<file path="src/hdl/lpfr_pkg.sv">
// Shared types and constants for the length-prefixed frame receiver.
package lpfr_pkg;

    localparam logic [7:0] START_BYTE = 8'h7E;
    localparam logic [7:0] SUM_TARGET = 8'hFF;

    localparam logic REQ_BYTE    = 1'b0;
    localparam logic REQ_TIMEOUT = 1'b1;

    typedef enum logic [1:0] {
        PH_IDLE   = 2'd0,
        PH_LEN_HI = 2'd1,
        PH_LEN_LO = 2'd2,
        PH_DATA   = 2'd3
    } phase_t;

    typedef enum logic [2:0] {
        K_DATA     = 3'd0,
        K_GOOD     = 3'd1,
        K_BAD      = 3'd2,
        K_TIMEOUT  = 3'd3,
        K_LINE_ERR = 3'd4
    } kind_t;

    typedef struct packed {
        logic       req_type;
        logic [7:0] rx_byte;
        logic [3:0] errs;     // bit0 overrun, bit1 break, bit2 parity, bit3 framing
    } in_item_t;

    typedef struct packed {
        logic        valid;
        kind_t       kind;
        logic [7:0]  data_byte;
        logic        last;
        logic [15:0] frame_length;
        logic [3:0]  error_bits;
    } result_t;

endpackage

</file>
<file path="src/hdl/lpfr_parser.sv">
// Frame parser: phase, length and checksum state plus the per-item result logic.
module lpfr_parser
(
    input  logic               clk,
    input  logic               rst_n,
    input  logic               go,
    input  lpfr_pkg::in_item_t item,
    output lpfr_pkg::result_t  result
);
    import lpfr_pkg::*;

    phase_t      phase_reg, phase_next;
    logic [7:0]  length_high_reg, length_high_next;
    logic [15:0] length_total_reg, length_total_next;
    logic [15:0] bytes_remaining_reg, bytes_remaining_next;
    logic [7:0]  running_sum_reg, running_sum_next;

    logic [7:0]  sum_with_byte;
    logic [15:0] flen;
    logic        is_start;

    assign sum_with_byte = running_sum_reg + item.rx_byte;
    assign flen          = (phase_reg == PH_DATA) ? length_total_reg : 16'd0;
    assign is_start      = (item.rx_byte == START_BYTE);

    // next state
    always_comb
    begin
        phase_next           = phase_reg;
        length_high_next     = length_high_reg;
        length_total_next    = length_total_reg;
        bytes_remaining_next = bytes_remaining_reg;
        running_sum_next     = running_sum_reg;
        if (item.req_type == REQ_TIMEOUT || item.errs != 4'd0)
        begin
            phase_next = PH_IDLE;
        end
        else if (is_start)
        begin
            if (phase_reg == PH_IDLE)
            begin
                phase_next           = PH_LEN_HI;
                length_high_next     = 8'd0;
                length_total_next    = 16'd0;
                bytes_remaining_next = 16'd0;
                running_sum_next     = 8'd0;
            end
        end
        else
        begin
            case (phase_reg)
                PH_LEN_HI:
                begin
                    length_high_next = item.rx_byte;
                    phase_next       = PH_LEN_LO;
                end
                PH_LEN_LO:
                begin
                    length_total_next    = {length_high_reg, item.rx_byte};
                    bytes_remaining_next = {length_high_reg, item.rx_byte};
                    running_sum_next     = 8'd0;
                    phase_next           = PH_DATA;
                end
                PH_DATA:
                begin
                    if (bytes_remaining_reg != 16'd0)
                    begin
                        bytes_remaining_next = bytes_remaining_reg - 16'd1;
                        running_sum_next     = sum_with_byte;
                    end
                    else
                    begin
                        phase_next = PH_IDLE;
                    end
                end
                default:
                begin
                    phase_next = phase_reg;
                end
            endcase
        end
    end

    // result
    always_comb
    begin
        result              = '0;
        result.kind         = K_DATA;
        result.frame_length = flen;
        if (item.req_type == REQ_TIMEOUT)
        begin
            result.valid = (phase_reg != PH_IDLE);
            result.kind  = K_TIMEOUT;
        end
        else if (item.errs != 4'd0)
        begin
            result.valid      = 1'b1;
            result.kind       = K_LINE_ERR;
            result.error_bits = item.errs;
        end
        else if (!is_start && phase_reg == PH_DATA)
        begin
            result.valid = 1'b1;
            if (bytes_remaining_reg != 16'd0)
            begin
                result.kind      = K_DATA;
                result.data_byte = item.rx_byte;
                result.last      = (bytes_remaining_reg == 16'd1);
            end
            else
            begin
                result.kind = (sum_with_byte == SUM_TARGET) ? K_GOOD : K_BAD;
            end
        end
    end

    always_ff @(posedge clk or negedge rst_n)
    begin
        if (!rst_n)
        begin
            phase_reg           <= PH_IDLE;
            length_high_reg     <= 8'd0;
            length_total_reg    <= 16'd0;
            bytes_remaining_reg <= 16'd0;
            running_sum_reg     <= 8'd0;
        end
        else if (go)
        begin
            phase_reg           <= phase_next;
            length_high_reg     <= length_high_next;
            length_total_reg    <= length_total_next;
            bytes_remaining_reg <= bytes_remaining_next;
            running_sum_reg     <= running_sum_next;
        end
    end

endmodule

</file>
<file path="src/hdl/length_prefixed_frame_receiver_top.sv">
// With no output stall, an accepted input item goes through the input register, then the result register,
// where its result item sits on the outputs until it is taken.
// Throughput: one input item per cycle while in_stall is low; the input register and result register
// let a new item in while a finished result waits to be taken.
// Reset (rst_n, async, active low) empties both registers and returns the parser
// to the idle hunt for the start byte with length and sum state cleared.
module length_prefixed_frame_receiver_top
(
    input  logic        clk,
    input  logic        rst_n,
    input  logic        in_valid,
    output logic        in_stall,
    input  logic        req_type,
    input  logic [7:0]  rx_byte,
    input  logic        overrun_err,
    input  logic        break_err,
    input  logic        parity_err,
    input  logic        framing_err,
    output logic        out_valid,
    input  logic        out_stall,
    output logic [2:0]  kind,
    output logic [7:0]  data_byte,
    output logic        last,
    output logic [15:0] frame_length,
    output logic [3:0]  error_bits
);
    import lpfr_pkg::*;

    logic     in_valid_reg;
    in_item_t item_reg;
    logic     out_valid_reg;
    result_t  result_reg;
    result_t  result;
    logic     advance;

    // the input stage moves on whenever the result register can take a result
    assign advance  = !out_valid_reg || !out_stall;
    assign in_stall = in_valid_reg && !advance;

    always_ff @(posedge clk or negedge rst_n)
    begin
        if (!rst_n)
        begin
            in_valid_reg <= 1'b0;
        end
        else if (!in_stall)
        begin
            in_valid_reg <= in_valid;
        end
    end

    always_ff @(posedge clk)
    begin
        if (in_valid && !in_stall)
        begin
            item_reg.req_type <= req_type;
            item_reg.rx_byte  <= rx_byte;
            item_reg.errs     <= {framing_err, parity_err, break_err, overrun_err};
        end
    end

    lpfr_parser u_parser
    (
        .clk    (clk),
        .rst_n  (rst_n),
        .go     (in_valid_reg && advance),
        .item   (item_reg),
        .result (result)
    );

    always_ff @(posedge clk or negedge rst_n)
    begin
        if (!rst_n)
        begin
            out_valid_reg <= 1'b0;
        end
        else if (advance)
        begin
            out_valid_reg <= in_valid_reg && result.valid;
        end
    end

    always_ff @(posedge clk)
    begin
        if (advance && in_valid_reg && result.valid)
        begin
            result_reg <= result;
        end
    end

    assign out_valid    = out_valid_reg;
    assign kind         = result_reg.kind;
    assign data_byte    = result_reg.data_byte;
    assign last         = result_reg.last;
    assign frame_length = result_reg.frame_length;
    assign error_bits   = result_reg.error_bits;

`ifndef SYNTHESIS
    a_held_item: assert property (@(posedge clk) disable iff (!rst_n)
        in_stall |=> in_valid_reg && $stable(item_reg))
        else $error("stalled input item was lost or changed");
    a_last_data: assert property (@(posedge clk) disable iff (!rst_n)
        out_valid && last |-> kind == K_DATA)
        else $error("last set on a status result");
    a_data_zero: assert property (@(posedge clk) disable iff (!rst_n)
        out_valid && kind != K_DATA |-> data_byte == 8'd0)
        else $error("data byte not zero on a status result");
    a_err_bits: assert property (@(posedge clk) disable iff (!rst_n)
        out_valid |-> ((kind == K_LINE_ERR) == (error_bits != 4'd0)))
        else $error("error bits disagree with result kind");
`endif

endmodule

</file>
<file path="config.mk">
export PLATFORM = sky130hd
export DESIGN_NAME = length_prefixed_frame_receiver_top
export DESIGN_NICKNAME = d
export VERILOG_FILES = /design/src/hdl/lpfr_pkg.sv /design/src/hdl/lpfr_parser.sv /design/src/hdl/length_prefixed_frame_receiver_top.sv
export SDC_FILE = /design/constraint.sdc
export NUM_CORES = 1
export LEC_CHECK = 0
export BUFFER_PORTS_ARGS = -buffer_cell sky130_fd_sc_hd__buf_2
export CELL_PAD_IN_SITES_DETAIL_PLACEMENT = 1
export CELL_PAD_IN_SITES_GLOBAL_PLACEMENT = 1
export CORE_ASPECT_RATIO = 1.4
export CORE_UTILIZATION = 48
export CTS_BUF_LIST = sky130_fd_sc_hd__clkbuf_4 sky130_fd_sc_hd__clkbuf_8
export CTS_CLUSTER_DIAMETER = 150
export DETAILED_ROUTE_END_ITERATION = 10
export PLACE_DENSITY_LB_ADDON = 0.1
export SYNTH_ARGS = -nofsm -noshare
export SYNTH_HDL_FRONTEND = slang
export SYNTH_SLANG_ARGS = --single-unit
</file>
<file path="constraint.sdc">
create_clock -name clk -period 4.3 [get_ports clk]
set_input_delay 0.43 -clock clk [delete_from_list [all_inputs] [get_ports clk]]
set_output_delay 0.43 -clock clk [all_outputs]
set_load 0.03 [all_outputs]
</file>
== After elaboration in Yosys (flattened, before gate mapping) ==
Cells that the tools add are included.
Widths: inputs -> output; s select.

* Register bits after elaboration: 97
* Bits in latches: 0
* Bits in writable memories: 0
* Memory bits (read-only): 0
* Input bits: 17
* Output and inout bits: 34
* Word-level logic and storage cells: 81
* Memories: 0

* $add $sub $neg: 2
* Multiply operators: 0
* Div/mod/pow operators: 0
* Magnitude comparators: 0
* Equality and inequality tests: 10
* Shift operators: 0
* Mux-type cells: 23
* Bitwise logic cells: 4
* Reduce and logical (&&, ||, !) cells: 27

{| class="wikitable"
|+ Operators by type and width
! cell !! number
|-
| $mux 16 || 5
|-
| $mux 8 || 5
|-
| $pmux 16 s2 || 1
|-
| $eq 16x1->1 const B || 1
|-
| $pmux 8 s2 || 1
|-
| $reduce_bool 16->1 || 1
|-
| $sub 16x1->16 const B || 1
|-
| $mux 13 || 1
|-
| $reduce_and 4->1 || 3
|-
| $mux 2 || 5
|-
| $mux 9 || 1
|-
| $add 8x8->8 || 1
|-
| $eq 8x7->1 const B || 1
|-
| $eq 8x8->1 const B || 1
|-
| $mux 4 || 2
|-
| $logic_and 1x1->1 || 6
|-
| $pmux 2 s3 || 1
|-
| $reduce_bool 2->1 || 3
|-
| $logic_not 1->1 || 5
|-
| $reduce_and 5->1 || 1
|-
| $reduce_bool 5->1 || 1
|-
| $eq 2x2->1 const B || 2
|-
| $ne 4x3->1 const B || 1
|-
| $not 1->1 || 4
|-
| 11 further kinds || 12
|}

== Logic depth before layout (Yosys ltp) ==
* Word-level depth: 8
* Mapped depth: 8
* Depth with buffers taken out: 8

== Modules after synthesis ==
From an unflattened synthesis, not the netlist that was laid out.

* Cells, all modules: 413
* Area total of the unflattened synthesis: 4,459.3 µm²

{| class="wikitable"
|+ By module, submodules not included
! module !! instances !! cells each !! area an instance (µm²) !! sequential area each (µm²)
|-
| lpfr_parser || 1 || 357 || 3,009.1 || 1,251.2
|-
| length_prefixed_frame_receiver_top || 1 || 56 || 1,450.1 || 1,401.3
|}

== Worst setup path before layout ==
Ideal clock, no wire load.

* Path kind: reg2reg
* Start: register item_reg[12] in the netlist's numbering
* End: register result_reg (netlist bit data_byte[0]) (enable)
* Setup time: 0.477 ns
* Data arrival time: 3.353 ns
* Required time: 3.823 ns
* Setup slack: 0.470 ns
* Stages on the path, launching flop included: 5
* Buffers on the path: 1
* Period minus slack after synthesis: 3.830 ns
* Cells stage by stage: edfxtp_1 > clkbuf_1 > inv_1 > and2_1 > a221oi_1

* Longest elaborated chain between the ends: 2

{| class="wikitable"
|+ RTL lines
! item !! line !! source
|-
| start, declared || length_prefixed_frame_receiver_top.sv:30 || <nowiki>in_item_t item_reg;</nowiki>
|-
| $mux 4 || lpfr_parser.sv:90 || <nowiki>if (item.req_type == REQ_TIMEOUT)</nowiki>
|-
| $logic_and 1x1->1 || length_prefixed_frame_receiver_top.sv:85 || <nowiki>if (advance && in_valid_reg && result.valid)</nowiki>
|-
| end signal, assigned || length_prefixed_frame_receiver_top.sv:87 || <nowiki>result_reg <= result;</nowiki>
|-
| end, declared || length_prefixed_frame_receiver_top.sv:32 || <nowiki>result_t result_reg;</nowiki>
|}

Every way passes these cells.
A chain may end at the register's enable or synchronous reset.

== Final worst setup path ==
* Start: register u_parser.phase_reg[0]
* End: register u_parser.running_sum_reg[4]

* Longest elaborated chain between the ends: 3
* Elaborated cells on any way between the ends: 9
* Classes of those cells: eq/ne (4); mux (2); reduce/logical (3)

{| class="wikitable"
|+ RTL lines
! item !! line !! source
|-
| start, declared || lpfr_parser.sv:12 || <nowiki>phase_t phase_reg, phase_next;</nowiki>
|-
| start signal, assigned || lpfr_parser.sv:129 || <nowiki>phase_reg <= phase_next;</nowiki>
|-
| $eq 2x2->1 or $logic_not 2->1 (tied branches) || lpfr_parser.sv:51, lpfr_parser.sv:40 ||
|-
| $ne 3x2->1 (no line) (tied with other cells) || n/a ||
|-
| $reduce_and 5->1 (no line) or $mux 8 (tied branches) || n/a ||
|-
| end signal, assigned || lpfr_parser.sv:133 || <nowiki>running_sum_reg <= running_sum_next;</nowiki>
|-
| end, declared || lpfr_parser.sv:16 || <nowiki>logic [7:0] running_sum_reg, running_sum_next;</nowiki>
|}

Parallel ways exist; a longest one is shown, timed or not.

==> results by group <==
Cells and area
  • # diodes: 0
  • Layout cell share with drive strength beyond 1: 18.6%
  • Count of nets after finishing: 500
  • Layout Area Growth over Synthesis: 12.2%
  • Most used cells in the layout excluding fill and tap cells: 52 x sky130_fd_sc_hd__dfrtp_1, 51 x sky130_fd_sc_hd__nand2_1, 50 x sky130_fd_sc_hd__buf_2
  • Fillcell total: 1050
  • Area of all placed cells without fillers: 5260 um^2
  • Most common library cell in the layout ignoring fill and taps: sky130_fd_sc_hd__dfrtp_1

STA
  • Final Skew: 0.00954 ns
  • Final period utilization: 78.8%
  • Fmax: 295 MHz
  • Unrepaired setup endpoints after global routing: false
  • Pin slew with the least headroom to its limit: 1.19 ns
  • Setup slack after layout: 0.912 ns
  • Worst hold-check slack: -0.00767 ns
  • Final Setup Violations: 0
  • Relative max-transition margin: 19.8%
  • Count of final hold-check violations: 18
  • Final sum of negative setup slack: 0 ns
  • Clock period minus final worst setup slack: 3.39 ns
  • Final count of pins violating max slew: 0

Job
  • Max-cap violation count: 0

Drt
  • Routed Antenna Nets: 0
  • Via-per-instance ratio: 6.13
  • 1st-iter DRT viols: 149
  • Vias: 3571
  • Number of optimization iterations in the first detailed-route pass: 4
  • Detailed-route wire length per cell: 20.1 um
  • Residual DRC count: 0
  • Final routed wirelength across all metal layers: 11700 um

Global routing
  • Maximum number of pins on one net before global-route repair: 35
  • GR Util met1: 29.9%
  • GRT Overall Usage: 25.4%
  • Most Crowded Layer GR: met2
  • Met3 track demand over resource in global routing: 4.02%
  • Final global-route overflow total: 0
  • Number of antenna violations at the first check in global routing: 0
  • Via count of the first global-routing pass: 3952
  • Met2 track demand over resource in global routing: 43.9%
  • Wire length of the first global-routing pass: 19600 um

Yosys
  • Library cell occupying the most area in the post-synthesis netlist: sky130_fd_sc_hd__edfxtp_1
  • Mapped Cells: 418
  • Post-synth top area share: 28.9%
  • Largest cells by area after synthesis: sky130_fd_sc_hd__edfxtp_1 29%, sky130_fd_sc_hd__dfrtp_1 28%, sky130_fd_sc_hd__nand2_1 4.1%, sky130_fd_sc_hd__ha_1 3.7%, sky130_fd_sc_hd__and2_1 3.3%
  • Simple-Gate Fraction of Synth Area: 19.8%
  • Flop and latch count out of synthesis: 97
  • Warning count from the yosys run: 0
  • Average cell area after synthesis: 11.2 um^2
  • Summed instance area of the synthesized netlist: 4680 um^2
  • Distinct cell type count of the synthesized netlist: 60
  • Portion of the post-synthesis area used by sequential elements: 56.7%
  • Share of the synthesized area in compound gates (AO/OA/AOI/OAI): 13.9%
  • Number of flops mapped to enable cells by yosys: 45
  • Xor-xnor portion of the synthesized cell area: 0.561%
  • Dominant combinational cell family by area after synthesis: simple AND/OR/NAND/NOR gates
  • Prevailing post-synth register cell: sky130_fd_sc_hd__dfrtp_1
  • Proportion of synthesized flip-flops having asynchronous set or reset: 53.6%
  • Multiplexer share of the synthesized area: 2.03%
  • Fraction of the mapped netlist area in adder cells: 4.17%
  • Nets in the synthesized netlist: 450

Worst setup path
  • Highest-delay cell along the critical path: sky130_fd_sc_hd__a221o_1
  • CP cell instances: ha_1 > buf_4 > clkinv_1 > a21oi_1 > buf_4 > a221o_1 > nand2_1 > a22o_1
  • Worst Setup End Kind: flop
  • Crit path top cell by count: sky130_fd_sc_hd__buf_4
  • Buffers and inverters on the worst path: 3
  • Data arrival time of the critical path: 3.65 ns
  • Data required, critical path: 4.57 ns
  • Cell family contributing the most delay on the critical path: compound AO/OA/AOI/OAI gates
  • Delay of the slowest critical-path stage: 0.56 ns
  • Peak fanout along the critical path: 31
  • Critical Setup Path Class: reg -> reg
  • Crit path launch type: flop

Floorplanning
  • Effective utilization at floorplan: 49.5%
  • Horizontal die dimension: 85.5 um
  • Height of the chip: 119 um
  • Boundary Pins: 51
  • Std-Cell Core Area: 9460 um^2
  • Die Area: 10200 um^2
  • Number of placement rows: 42

Run status
  • Failing checks: hold timing
  • Result of the run: finished, violations left

Pwr
  • Cell Pwr Density: 347 nW/um^2
  • Switching power: 0.507 mW
  • Clock share of power: 32.0%
  • Register share of total power: 57.5%
  • Switching share of power: 27.8%
  • Maximum vdd drop: 244 uV
  • Leakage power: 2.18 nW
  • Internal portion of total power: 1.32 mW
  • Portion of total power attributed to combinational logic: 10.5%

Place
  • Placement Cell Area: 5060 um^2
  • Detailed placement HPWL: 8280 um
  • Last weighted congestion value of the routability-driven placer: 0.835
  • Setup Slack @ Placement: 0.960 ns
  • I/O Buffers: 50

CTS
  • CTS Root Cell: sky130_fd_sc_hd__clkbuf_8
  • Total clock sinks: 97
  • Number of gates given a new drive strength after cts: 0
  • Number of H-tree levels: 3
  • Latest clock arrival within the worst-skew pair: 0.37 ns
  • Number of buffers created by CTS: 9
  • Hold Buf Count CTS: 0
  • Reg clk slew, reported paths: 0.10 ns
  • Max clock buf depth: 2
  • Post-CTS setup buffer count: 0
  • Clock tree from TritonCTS: built

Min path
  • Worst Hold Class: in -> async
layer usage:
metal / up-vias / wire length (um) / share of wire (%)
li1: 1644 / - / -
met1: 1783 / 4660 / 40
met2: 102 / 6030 / 51
met3: 42 / 438 / 3.7
met4: 0 / 589 / 5.0
met5: - / 0 / 0
layout make-up:
type | instances | area [um^2] | area share, %
Sequential cell | 97 | 2650 | 50.5
Multi-Input combinational cell | 288 | 1910 | 36.4
Timing Repair Buffer | 57 | 303 | 5.76
Clock buffer | 10 | 138 | 2.62
Tap cell | 110 | 138 | 2.62
Inverter | 15 | 56.3 | 1.07
Clock inverter | 6 | 55.1 | 1.05
power groups by stage:
stage | clock network (mW) | registers, mW | logic [mW]
floorplan | 0 | 1.11 | 0.0740
global placement | 0 | 1.07 | 0.186
detailed placement | 0 | 1.07 | 0.193
CTS | 0.594 | 1.05 | 0.193
global route | 0.626 | 1.05 | 0.208
finish | 0.583 | 1.05 | 0.192
worst reg2reg max path: cells and delay by family (launching register included):
family / cells / cell delay [ns]
AND/OR/NAND/NOR: 1 / 0.45
flip-flops: 1 / 0.39
AO/OA/AOI/OAI: 3 / 1.21
adder cells (fa/ha/maj): 1 / 0.15
buffers and inverters: 3 / 1.08
synthesized netlist by cell type (4+ instances only):
cell / n
sky130_fd_sc_hd__mux2_2: 4
sky130_fd_sc_hd__edfxtp_1: 45
sky130_fd_sc_hd__dfrtp_1: 52
sky130_fd_sc_hd__a21oi_1: 16
sky130_fd_sc_hd__nand3_1: 18
sky130_fd_sc_hd__and3_1: 6
sky130_fd_sc_hd__ha_1: 14
sky130_fd_sc_hd__clkbuf_1: 11
sky130_fd_sc_hd__nor3_1: 8
sky130_fd_sc_hd__mux2i_1: 5
sky130_fd_sc_hd__o31ai_1: 4
sky130_fd_sc_hd__o21ai_0: 31
sky130_fd_sc_hd__nand2_1: 51
sky130_fd_sc_hd__and2_1: 25
sky130_fd_sc_hd__nor3b_1: 7
sky130_fd_sc_hd__buf_2: 5
sky130_fd_sc_hd__nor2b_1: 7
sky130_fd_sc_hd__nor2_1: 10
sky130_fd_sc_hd__nor4_1: 9
sky130_fd_sc_hd__o2bb2ai_1: 16
sky130_fd_sc_hd__inv_1: 14
sky130_fd_sc_hd__a22o_1: 4
through the flow:
step | instances | power [mW] | util (%)
floorplan | 418 | 1.18 | -
global placement | 567 | 1.25 | 53.5
detailed placement | 567 | 1.26 | 53.5
CTS | 583 | 1.84 | 55.6
global route | 583 | 1.89 | 55.6
finish | 583 | 1.82 | 55.6
cells by family (layout without fill, tap and decap cells):
kind of cell / Yosys count / in the layout
DFF: 97 / 97
AOI/OAI and AO/OA: 98 / 98
xor gates and xnor gates: 3 / 3
adders and majority gates: 15 / 15
buffers and inverters: 33 / 88
muxes: 9 / 9
and+or+nand+nor: 163 / 163
path summary, 6_finish.rpt:
| check | from | endpoint | slack [ns] | depth (start not counted) |
|---|---|---|---|---|
| max in group asynchronous | rst_n | u_parser.bytes_remaining_reg[0] | 3.50 | 2 |
| hold / removal | rst_n | u_parser.bytes_remaining_reg[13] | -0.008 | 1 |
| setup reg to reg | u_parser.phase_reg[0] | u_parser.running_sum_reg[4] | 0.91 | 8 |
| min in group clk | parity_err | item_reg[2] | 0.22 | 1 |
| hold reg to reg | u_parser.length_total_reg[4] | u_parser.length_total_reg[4] | 0.49 | 2 |
| setup / recovery | u_parser.phase_reg[0] | u_parser.running_sum_reg[4] | 0.91 | 8 |
Note: power is estimated with default switching activity, not from simulation.
